**src/ttam_pkg.sv**
```systemverilog
// Package for the touch tap averaging and mapping block.
// Holds field widths, event codes, register indexes, state types and lane structs.
// No dependencies; imported by every module under src.
package ttam_pkg;

    // Screen size and sample limit
    localparam int SCREEN_WIDTH  = 640;
    localparam int SCREEN_HEIGHT = 480;
    localparam int MAX_SAMPLES   = 1024;

    // Field widths
    localparam int TYPE_W  = 5;
    localparam int CODE_W  = 10;
    localparam int VAL_W   = 16;
    localparam int SCR_W   = 12;
    localparam int CFG_W   = 16;
    localparam int CIDX_W  = 2;

    // Sample counter and running sums
    localparam int CNT_W   = $clog2(MAX_SAMPLES + 1);
    localparam int SUM_W   = VAL_W + CNT_W;

    // Mapping arithmetic: offset into bounds times (size - 1)
    localparam int SPAN_W  = VAL_W + 1;
    localparam int PROD_W  = SPAN_W + SCR_W;

    // Shared divider widths
    localparam int DIV_W   = (SUM_W > PROD_W) ? SUM_W : PROD_W;
    localparam int DEN_W   = (CNT_W > SPAN_W) ? CNT_W : SPAN_W;
    localparam int DCNT_W  = $clog2(DIV_W + 1);

    // Screen extents minus one
    localparam logic [SCR_W-1:0] SCREEN_X_M1 = SCR_W'(SCREEN_WIDTH - 1);
    localparam logic [SCR_W-1:0] SCREEN_Y_M1 = SCR_W'(SCREEN_HEIGHT - 1);

    // Event classes and codes
    localparam logic [TYPE_W-1:0] EVT_SYNC      = TYPE_W'(0);
    localparam logic [TYPE_W-1:0] EVT_KEY       = TYPE_W'(1);
    localparam logic [TYPE_W-1:0] EVT_ABS       = TYPE_W'(3);
    localparam logic [CODE_W-1:0] SYNC_REPORT   = CODE_W'(0);
    localparam logic [CODE_W-1:0] KEY_TOUCH     = CODE_W'(330);
    localparam logic [CODE_W-1:0] AXIS_X        = CODE_W'(0);
    localparam logic [CODE_W-1:0] AXIS_Y        = CODE_W'(1);
    localparam logic [CODE_W-1:0] AXIS_PRESSURE = CODE_W'(24);

    // Calibration register indexes
    localparam logic [CIDX_W-1:0] CFG_X_MIN = CIDX_W'(0);
    localparam logic [CIDX_W-1:0] CFG_X_MAX = CIDX_W'(1);
    localparam logic [CIDX_W-1:0] CFG_Y_MIN = CIDX_W'(2);
    localparam logic [CIDX_W-1:0] CFG_Y_MAX = CIDX_W'(3);

    // Calibration reset values
    localparam logic signed [CFG_W-1:0] CAL_X_MIN_RST = CFG_W'(221);
    localparam logic signed [CFG_W-1:0] CAL_X_MAX_RST = CFG_W'(3807);
    localparam logic signed [CFG_W-1:0] CAL_Y_MIN_RST = CFG_W'(282);
    localparam logic signed [CFG_W-1:0] CAL_Y_MAX_RST = CFG_W'(3800);

    typedef enum logic {
        ST_IDLE,
        ST_CALC
    } top_state_t;

    typedef enum logic [2:0] {
        LN_IDLE,
        LN_AVG,
        LN_MUL,
        LN_MST,
        LN_MAP,
        LN_DONE
    } lane_state_t;

    // Top to lane control
    typedef struct packed {
        logic start;
        logic ack;
    } lane_ctl_t;

    // Lane to top status
    typedef struct packed {
        logic busy;
        logic valid;
    } lane_stat_t;

endpackage

```
**src/ttam_div.sv**
```systemverilog
// Bit-serial restoring divider: one quotient bit per cycle.
// Unsigned dividend and divisor; quotient holds after the done pulse.
// Depends on ttam_pkg.
module ttam_div
    import ttam_pkg::*;
(
    input  logic             aclk,
    input  logic             aresetn,
    input  logic             start,
    input  logic [DIV_W-1:0] dividend,
    input  logic [DEN_W-1:0] divisor,
    output logic             done,
    output logic [DIV_W-1:0] quotient
);

    logic [DIV_W-1:0]  quo_reg, quo_next;
    logic [DEN_W-1:0]  rem_reg, rem_next;
    logic [DEN_W-1:0]  den_reg, den_next;
    logic [DCNT_W-1:0] cnt_reg, cnt_next;
    logic              busy_reg, busy_next;
    logic              done_reg, done_next;
    logic [DEN_W:0]    trial;
    logic [DEN_W:0]    sub;
    logic              ge;

    // Shift one dividend bit into the remainder and try a subtract
    always_comb begin
        trial = {rem_reg, quo_reg[DIV_W-1]};
        sub   = trial - {1'b0, den_reg};
        ge    = ~sub[DEN_W];
    end

    always_comb begin
        quo_next  = quo_reg;
        rem_next  = rem_reg;
        den_next  = den_reg;
        cnt_next  = cnt_reg;
        busy_next = busy_reg;
        done_next = 1'b0;
        if (start) begin
            quo_next  = dividend;
            rem_next  = '0;
            den_next  = divisor;
            cnt_next  = DCNT_W'(DIV_W);
            busy_next = 1'b1;
        end else if (busy_reg) begin
            quo_next = {quo_reg[DIV_W-2:0], ge};
            rem_next = ge ? sub[DEN_W-1:0] : trial[DEN_W-1:0];
            cnt_next = cnt_reg - DCNT_W'(1);
            if (cnt_reg == DCNT_W'(1)) begin
                busy_next = 1'b0;
                done_next = 1'b1;
            end
        end
    end

    always_ff @(posedge aclk) begin
        if (!aresetn) begin
            busy_reg <= 1'b0;
            done_reg <= 1'b0;
            cnt_reg  <= '0;
        end else begin
            busy_reg <= busy_next;
            done_reg <= done_next;
            cnt_reg  <= cnt_next;
        end
    end

    always_ff @(posedge aclk) begin
        quo_reg <= quo_next;
        rem_reg <= rem_next;
        den_reg <= den_next;
    end

    assign done     = done_reg;
    assign quotient = quo_reg;

endmodule

```
**src/ttam_lane.sv**
```systemverilog
// One axis lane: averages the running sum, then clamps and maps it to screen units.
// Reuses one bit-serial divider for both divisions.
// Depends on ttam_pkg and ttam_div.
module ttam_lane
    import ttam_pkg::*;
(
    input  logic                    aclk,
    input  logic                    aresetn,
    input  lane_ctl_t               ctl,
    input  logic signed [SUM_W-1:0] sum,
    input  logic [CNT_W-1:0]        count,
    input  logic signed [CFG_W-1:0] lo,
    input  logic signed [CFG_W-1:0] hi,
    input  logic [SCR_W-1:0]        size_m1,
    output lane_stat_t              stat,
    output logic signed [VAL_W-1:0] raw,
    output logic [SCR_W-1:0]        screen
);

    lane_state_t              state_reg, state_next;
    logic                     sign_reg, sign_next;
    logic signed [VAL_W-1:0]  avg_reg, avg_next;
    logic [PROD_W-1:0]        prod_reg, prod_next;
    logic [SPAN_W-1:0]        span_reg, span_next;
    logic                     zero_reg, zero_next;
    logic [SCR_W-1:0]         screen_reg, screen_next;

    logic                     div_start;
    logic [DIV_W-1:0]         div_dividend;
    logic [DEN_W-1:0]         div_divisor;
    logic                     div_done;
    logic [DIV_W-1:0]         div_quo;

    logic [SUM_W-1:0]         abs_sum;
    logic signed [VAL_W-1:0]  clamped;
    logic [SPAN_W-1:0]        offset;
    logic [SPAN_W-1:0]        span;

    ttam_div u_div (
        .aclk     (aclk),
        .aresetn  (aresetn),
        .start    (div_start),
        .dividend (div_dividend),
        .divisor  (div_divisor),
        .done     (div_done),
        .quotient (div_quo)
    );

    // Magnitude of the sum, clamp and offsets for mapping
    always_comb begin
        abs_sum = sum[SUM_W-1] ? SUM_W'(-sum) : SUM_W'(sum);
        if (avg_reg < lo) begin
            clamped = lo;
        end else if (avg_reg > hi) begin
            clamped = hi;
        end else begin
            clamped = avg_reg;
        end
        offset = {clamped[VAL_W-1], clamped} - {lo[CFG_W-1], lo};
        span   = {hi[CFG_W-1], hi} - {lo[CFG_W-1], lo};
    end

    // Sequence: average divide, multiply, map divide, hold result
    always_comb begin
        state_next   = state_reg;
        sign_next    = sign_reg;
        avg_next     = avg_reg;
        prod_next    = prod_reg;
        span_next    = span_reg;
        zero_next    = zero_reg;
        screen_next  = screen_reg;
        div_start    = 1'b0;
        div_dividend = DIV_W'(prod_reg);
        div_divisor  = DEN_W'(span_reg);
        unique case (state_reg)
            LN_IDLE: begin
                div_dividend = DIV_W'(abs_sum);
                div_divisor  = DEN_W'(count);
                if (ctl.start) begin
                    div_start  = 1'b1;
                    sign_next  = sum[SUM_W-1];
                    state_next = LN_AVG;
                end
            end
            LN_AVG: begin
                if (div_done) begin
                    avg_next   = sign_reg ? -div_quo[VAL_W-1:0] : div_quo[VAL_W-1:0];
                    state_next = LN_MUL;
                end
            end
            LN_MUL: begin
                prod_next  = PROD_W'(offset) * PROD_W'(size_m1);
                span_next  = span;
                zero_next  = (hi <= lo);
                state_next = LN_MST;
            end
            LN_MST: begin
                div_start  = 1'b1;
                state_next = LN_MAP;
            end
            LN_MAP: begin
                if (div_done) begin
                    screen_next = zero_reg ? '0 : div_quo[SCR_W-1:0];
                    state_next  = LN_DONE;
                end
            end
            LN_DONE: begin
                if (ctl.ack) begin
                    state_next = LN_IDLE;
                end
            end
            default: begin
                state_next = LN_IDLE;
            end
        endcase
    end

    always_ff @(posedge aclk) begin
        if (!aresetn) begin
            state_reg <= LN_IDLE;
        end else begin
            state_reg <= state_next;
        end
    end

    always_ff @(posedge aclk) begin
        sign_reg   <= sign_next;
        avg_reg    <= avg_next;
        prod_reg   <= prod_next;
        span_reg   <= span_next;
        zero_reg   <= zero_next;
        screen_reg <= screen_next;
    end

    assign stat.busy  = (state_reg != LN_IDLE) && (state_reg != LN_DONE);
    assign stat.valid = (state_reg == LN_DONE);
    assign raw        = avg_reg;
    assign screen     = screen_reg;

endmodule

```
**src/touch_tap_average_and_map.sv**
```systemverilog
// Top level of the touch tap averaging and mapping block.
// Tracks touch state, accumulates samples and runs one ttam_lane per axis.
// Depends on ttam_pkg, ttam_lane and ttam_div.
//
// Usage:
//   Input channel s_*: one input event per transaction (type, code, value).
//   Result channel m_*: average raw X/Y and calibrated screen X/Y of one tap.
//   Config port cfg_*: write-only calibration bounds, one 16-bit register per
//   write; write only while no tap calculation is running.
// Timing:
//   Sync, axis, press and ignored events are taken back to back.
//   A release with samples starts both axis lanes; each lane runs a bit-serial
//   divider twice plus a multiply step. s_ready stays low until the result
//   is loaded into the output register. Touch state is cleared as the release
//   is accepted.
// Stall and reset:
//   The result sits in an output register; new events are taken while it
//   waits. A following tap result holds in its lanes until m_ready frees it.
//   Reset clears touch state, loads the default calibration and drops m_valid.
module touch_tap_average_and_map
    import ttam_pkg::*;
(
    input  logic                     aclk,
    input  logic                     aresetn,
    input  logic                     s_valid,
    output logic                     s_ready,
    input  logic [TYPE_W-1:0]        s_event_type,
    input  logic [CODE_W-1:0]        s_event_code,
    input  logic signed [VAL_W-1:0]  s_event_value,
    output logic                     m_valid,
    input  logic                     m_ready,
    output logic signed [VAL_W-1:0]  m_raw_x,
    output logic signed [VAL_W-1:0]  m_raw_y,
    output logic [SCR_W-1:0]         m_screen_x,
    output logic [SCR_W-1:0]         m_screen_y,
    input  logic                     cfg_we,
    input  logic [CIDX_W-1:0]        cfg_index,
    input  logic [CFG_W-1:0]         cfg_wdata
);

    top_state_t               state_reg, state_next;
    logic signed [CFG_W-1:0]  cal_x_min_reg, cal_x_max_reg, cal_y_min_reg, cal_y_max_reg;

    logic                     pen_down_reg, pen_down_next;
    logic signed [VAL_W-1:0]  pressure_reg, pressure_next;
    logic signed [VAL_W-1:0]  cur_x_reg, cur_x_next;
    logic signed [VAL_W-1:0]  cur_y_reg, cur_y_next;
    logic                     seen_x_reg, seen_x_next;
    logic                     seen_y_reg, seen_y_next;
    logic signed [SUM_W-1:0]  sum_x_reg, sum_x_next;
    logic signed [SUM_W-1:0]  sum_y_reg, sum_y_next;
    logic [CNT_W-1:0]         count_reg, count_next;

    logic                     m_valid_reg, m_valid_next;
    logic signed [VAL_W-1:0]  raw_x_reg, raw_y_reg;
    logic [SCR_W-1:0]         scr_x_reg, scr_y_reg;

    logic                     s_fire;
    logic                     release_tap;
    logic                     load_out;
    lane_ctl_t                lane_ctl;
    lane_stat_t               stat_x, stat_y;
    logic signed [VAL_W-1:0]  lane_raw_x, lane_raw_y;
    logic [SCR_W-1:0]         lane_scr_x, lane_scr_y;

    ttam_lane u_lane_x (
        .aclk    (aclk),
        .aresetn (aresetn),
        .ctl     (lane_ctl),
        .sum     (sum_x_reg),
        .count   (count_reg),
        .lo      (cal_x_min_reg),
        .hi      (cal_x_max_reg),
        .size_m1 (SCREEN_X_M1),
        .stat    (stat_x),
        .raw     (lane_raw_x),
        .screen  (lane_scr_x)
    );

    ttam_lane u_lane_y (
        .aclk    (aclk),
        .aresetn (aresetn),
        .ctl     (lane_ctl),
        .sum     (sum_y_reg),
        .count   (count_reg),
        .lo      (cal_y_min_reg),
        .hi      (cal_y_max_reg),
        .size_m1 (SCREEN_Y_M1),
        .stat    (stat_y),
        .raw     (lane_raw_y),
        .screen  (lane_scr_y)
    );

    assign s_fire = s_valid && s_ready;

    // Decode events and update touch state
    always_comb begin
        pen_down_next = pen_down_reg;
        pressure_next = pressure_reg;
        cur_x_next    = cur_x_reg;
        cur_y_next    = cur_y_reg;
        seen_x_next   = seen_x_reg;
        seen_y_next   = seen_y_reg;
        sum_x_next    = sum_x_reg;
        sum_y_next    = sum_y_reg;
        count_next    = count_reg;
        release_tap   = 1'b0;
        if (s_fire) begin
            priority if (s_event_type == EVT_KEY) begin
                if (s_event_code == KEY_TOUCH) begin
                    priority if (s_event_value != '0) begin
                        pen_down_next = 1'b1;
                    end else if (pen_down_reg && (count_reg != '0)) begin
                        release_tap   = 1'b1;
                        pen_down_next = 1'b0;
                        pressure_next = '0;
                        cur_x_next    = '0;
                        cur_y_next    = '0;
                        seen_x_next   = 1'b0;
                        seen_y_next   = 1'b0;
                        sum_x_next    = '0;
                        sum_y_next    = '0;
                        count_next    = '0;
                    end else begin
                        pen_down_next = 1'b0;
                    end
                end
            end else if (s_event_type == EVT_ABS) begin
                priority if (s_event_code == AXIS_PRESSURE) begin
                    pressure_next = s_event_value;
                end else if (s_event_code == AXIS_X) begin
                    cur_x_next  = s_event_value;
                    seen_x_next = 1'b1;
                end else if (s_event_code == AXIS_Y) begin
                    cur_y_next  = s_event_value;
                    seen_y_next = 1'b1;
                end else begin
                    pressure_next = pressure_reg;
                end
            end else if (s_event_type == EVT_SYNC) begin
                if ((s_event_code == SYNC_REPORT) && pen_down_reg && (pressure_reg > 0) &&
                    seen_x_reg && seen_y_reg && (count_reg < CNT_W'(MAX_SAMPLES))) begin
                    sum_x_next = sum_x_reg + SUM_W'(cur_x_reg);
                    sum_y_next = sum_y_reg + SUM_W'(cur_y_reg);
                    count_next = count_reg + CNT_W'(1);
                end
            end else begin
                pen_down_next = pen_down_reg;
            end
        end
    end

    // Control: start lanes on a release, hand their result to the output register
    always_comb begin
        state_next   = state_reg;
        lane_ctl     = '0;
        load_out     = 1'b0;
        m_valid_next = m_valid_reg && !m_ready;
        s_ready      = (state_reg == ST_IDLE);
        unique case (state_reg)
            ST_IDLE: begin
                if (release_tap) begin
                    lane_ctl.start = 1'b1;
                    state_next     = ST_CALC;
                end
            end
            ST_CALC: begin
                if (stat_x.valid && stat_y.valid && (!m_valid_reg || m_ready)) begin
                    load_out     = 1'b1;
                    lane_ctl.ack = 1'b1;
                    m_valid_next = 1'b1;
                    state_next   = ST_IDLE;
                end
            end
            default: begin
                state_next = ST_IDLE;
            end
        endcase
    end

    always_ff @(posedge aclk) begin
        if (!aresetn) begin
            state_reg    <= ST_IDLE;
            m_valid_reg  <= 1'b0;
            pen_down_reg <= 1'b0;
            pressure_reg <= '0;
            cur_x_reg    <= '0;
            cur_y_reg    <= '0;
            seen_x_reg   <= 1'b0;
            seen_y_reg   <= 1'b0;
            sum_x_reg    <= '0;
            sum_y_reg    <= '0;
            count_reg    <= '0;
        end else begin
            state_reg    <= state_next;
            m_valid_reg  <= m_valid_next;
            pen_down_reg <= pen_down_next;
            pressure_reg <= pressure_next;
            cur_x_reg    <= cur_x_next;
            cur_y_reg    <= cur_y_next;
            seen_x_reg   <= seen_x_next;
            seen_y_reg   <= seen_y_next;
            sum_x_reg    <= sum_x_next;
            sum_y_reg    <= sum_y_next;
            count_reg    <= count_next;
        end
    end

    // Calibration registers
    always_ff @(posedge aclk) begin
        if (!aresetn) begin
            cal_x_min_reg <= CAL_X_MIN_RST;
            cal_x_max_reg <= CAL_X_MAX_RST;
            cal_y_min_reg <= CAL_Y_MIN_RST;
            cal_y_max_reg <= CAL_Y_MAX_RST;
        end else if (cfg_we) begin
            unique case (cfg_index)
                CFG_X_MIN: cal_x_min_reg <= cfg_wdata;
                CFG_X_MAX: cal_x_max_reg <= cfg_wdata;
                CFG_Y_MIN: cal_y_min_reg <= cfg_wdata;
                CFG_Y_MAX: cal_y_max_reg <= cfg_wdata;
                default:   cal_x_min_reg <= cal_x_min_reg;
            endcase
        end
    end

    // Output register payload
    always_ff @(posedge aclk) begin
        if (load_out) begin
            raw_x_reg <= lane_raw_x;
            raw_y_reg <= lane_raw_y;
            scr_x_reg <= lane_scr_x;
            scr_y_reg <= lane_scr_y;
        end
    end

    assign m_valid    = m_valid_reg;
    assign m_raw_x    = raw_x_reg;
    assign m_raw_y    = raw_y_reg;
    assign m_screen_x = scr_x_reg;
    assign m_screen_y = scr_y_reg;

    // Both lanes run in lockstep
    a_lanes_lockstep: assert property (@(posedge aclk) disable iff (!aresetn)
        (stat_x.valid == stat_y.valid) && (stat_x.busy == stat_y.busy))
        else $error("axis lanes out of step");

    // While calculating, the lanes are working or holding a result
    a_calc_lanes_active: assert property (@(posedge aclk) disable iff (!aresetn)
        (state_reg == ST_CALC) |-> (stat_x.busy || stat_x.valid))
        else $error("calculation state with idle lanes");

    // A release clears the touch state in the next cycle
    a_release_clears: assert property (@(posedge aclk) disable iff (!aresetn)
        release_tap |=> ((count_reg == '0) && !pen_down_reg && (sum_x_reg == '0)))
        else $error("touch state not cleared after release");

    // Sample count saturates at its limit
    a_count_limit: assert property (@(posedge aclk) disable iff (!aresetn)
        count_reg <= CNT_W'(MAX_SAMPLES))
        else $error("sample count above limit");

    // Screen coordinates stay on screen
    a_screen_range: assert property (@(posedge aclk) disable iff (!aresetn)
        m_valid |-> (({1'b0, m_screen_x} < (SCR_W + 1)'(SCREEN_WIDTH)) &&
                     ({1'b0, m_screen_y} < (SCR_W + 1)'(SCREEN_HEIGHT))))
        else $error("screen coordinate out of range");

endmodule

```
**config.mk**
```make
export PLATFORM = sky130hd
export DESIGN_NAME = touch_tap_average_and_map
export DESIGN_NICKNAME = d
export VERILOG_FILES = /design/src/ttam_pkg.sv /design/src/ttam_div.sv /design/src/ttam_lane.sv /design/src/touch_tap_average_and_map.sv
export SDC_FILE = /design/constraint.sdc
export NUM_CORES = 2
export LEC_CHECK = 0
export BUFFER_PORTS_ARGS = -buffer_cell sky130_fd_sc_hd__buf_2
export CORE_UTILIZATION = 60
export DETAILED_ROUTE_END_ITERATION = 8
export GPL_TIMING_DRIVEN = 0
export HOLD_SLACK_MARGIN = 0.12
export PLACE_DENSITY = 0.77
export SETUP_SLACK_MARGIN = 0.05
export SLEW_MARGIN = 40
export SYNTH_ARGS = -nofsm -noshare
export SYNTH_HDL_FRONTEND = slang
export SYNTH_SLANG_ARGS = --single-unit
```
**constraint.sdc**
```tcl
create_clock -name aclk -period 11.85 [get_ports aclk]
set_input_delay 1.7775 -clock aclk [delete_from_list [all_inputs] [get_ports aclk]]
set_output_delay 1.7775 -clock aclk [all_outputs]
set_load 0.01 [all_outputs]
```
==> results.yml <==
floorplanning:
  core_area_um2: 61830
  dieHeight_um: 252.2
  fp.dieArea_um2: 63590
  start_util: 0.6074
  io_pins: 112
  num_rows: 91
  die_x_um: 252.2
clock_network:
  root_buffer: "clkbuf_16"
  cts_tree: "done"
  clkTransAtPathRegs_ns: 0.07
  clock_latency_ns: 0.65
  cts_buffers: 58
  holdBufCountCts: 0
  cts_setup_buffers: 0
  cts_sinks: 531
  htree_levels: 2
  cts_resized: 0
  cts_buffer_depth: 3
final_layout:
  area_growth_pct: 10.24
  diodes: 0
  layout-drive-gt1-share: 0.07522
  multi_input_area_um2: 22020
  fin_nets: 4664
  post-route-util: 0.6696
  register_area_um2: 13580
  fill_cells: 4906
synthesis:
  synthTopCellsByArea: "edfxtp_1 (24%), dfxtp_1 (13%), ha_1 (12%)"
  seq_area_frac_synth: 0.3617
  yosys_most_used_dff: "edfxtp_1"
  syn_nets: 4477
  postSynthCellCount: 3925
  synth_area_um2: 37550
  synth_edf_count: 295
  avgSynthCellArea_um2: 9.567
  ys_types: 91
  yosys.area.top_type_share: 0.2359
  synth-seq-cells: 531
  synth_area_leader_cell: "edfxtp_1"
  async_flop_share: 0
  ys_warn_count: 0
detailed_routing:
  routed_wl_um: 98400
  drtAntennaViolNets: 0
  met3WireLength_um: 7749
  vias: 29800
  drtIter0Drc: 2348
  dr.max_layer_used: "met4"
  met1Wirelength_um: 42730
  routedWlPerCell_um: 19.69
  dr_wl_met2_um: 44300
  first_pass_iters: 6
  viasPerCell: 5.962
  drc: 0
timing:
  worst_slack_ns: 0.7371
  tns_ns: 0
  period_minus_slack_ns: 11.11
  finalHoldViolCount: 0
  relSlewSlack: 0.4150
  setup_violations: 0
  drv_slew: 0
  finalCritPeriodShare: 0.9378
  max_freq_mhz: 89.99
  rsz0062_at_grt: "false"
  skew_ns: 0.03625
  tightest_slew_ns: 0.8775
place:
  io_buffer_count: 109
  gp_congestion: 0.9752
  pre_cts_ws_ns: 0.7619
  post-dp-hpwl_um: 76050
grt:
  grt_antenna_before_repair: 0
  grt_max_degree: 33
  grt_pass1_wl_um: 153700
  grt_remaining_overflow: 0
  grtUsageTotal: 0.3092
  grt_pass1_vias: 28380
critical_path:
  worstPathRequired_ns: 12.22
  slowest_delay_ns: 0.68
  cp.arrival_ns: 11.48
  crit_slowest_cell: "xor2_1"
  worstSetupPathType: "reg -> reg"
  endpoint_kind: "register"
  path_common_cell: "fa_1"
  path_max_fanout: 10
  start_kind: "register"
flow_run:
  drv_cap: 0
worst_hold_path:
  hp-class: "reg -> reg"
run_status:
  status: "finished, final reports clean"
worst max-delay path, delay by kind of cell, from the launching register on:
kind / cells / cell delay, ns
AO/OA/AOI/OAI: 14 / 2.84
XOR/XNOR: 2 / 0.77
adder cells (fa/ha/maj): 8 / 3.61
buffers and inverters: 6 / 1.03
flip-flops: 1 / 0.37
multiplexers: 2 / 0.32
AND/OR/NAND/NOR: 6 / 1.89
final cells by class:
cell class	instances	share of cell area
clock buffer	79	0.04068
timing repair buffer	127	0.01626
inverter	403	0.03654
tap	837	0.02530
buffer	136	0.01312
clock inverter	30	0.007979
multi-input combinational	2855	0.5320
sequential	531	0.3281
layout by cell type (no fill, tap or decap), drive strengths merged, types with 76 or more instances in the layout:
cell type,instances
dfxtp,236
inv,407
xor2,93
a21boi,113
fa,141
edfxtp,295
ha,357
nor2b,99
nand3,93
a21o,76
nor2,164
a21oi,191
nand2,397
clkbuf,192
o21ai,251
mux2i,100
buf,150
xnor2,167
metrics by stage:
stage                     area (um^2)  hold slack, ns  std cells
after floorplan                 37550          0.4003       3925
after global placement          39150          0.4012       4871
after detailed placement        39350          0.4045       4889
after CTS                       41360          0.3831       4998
after global routing            41400          0.3981       4998
final                           41400          0.3924       4998
metal layers:
layer  GRT usage  up-vias
li1            -    14217
met1      0.4344    14222
met2      0.4856     1154
met3     0.04181      207
met4      0.1190        0
met5           0        -
synth_stat cells, types with 100 or more instances:
cell type / count
nor2_1: 163
a21oi_1: 189
clkbuf_1: 112
xnor2_1: 167
edfxtp_1: 295
ha_1: 357
fa_1: 141
mux2i_1: 100
o21ai_0: 249
inv_1: 401
nand2_1: 397
a21boi_0: 113
dfxtp_1: 236
worst paths after layout:
path	startpoint	endpoint	slack, ns	depth (start not counted)
max reg2reg	cal_x_max_reg[1]	u_lane_x.prod_reg[26]	0.74	38
min	u_lane_x.screen[3]	m_screen_x[3]	0.39	0
max	cal_x_max_reg[1]	u_lane_x.prod_reg[26]	0.74	38
min reg2reg	u_lane_x.screen[3]	m_screen_x[3]	0.39	0
logic make-up after synthesis:
family	share of synthesized area
muxes	0.03145
DFF	0.3617
adders and majority gates	0.1954
and+or+nand+nor	0.1383
xor gates and xnor gates	0.06064
buffers and inverters	0.05454
AOI/OAI and AO/OA	0.1579
Power is left out: the tool's default activity adds up to more than one toggle a clock period on the data nets, which glitch-free logic cannot reach.
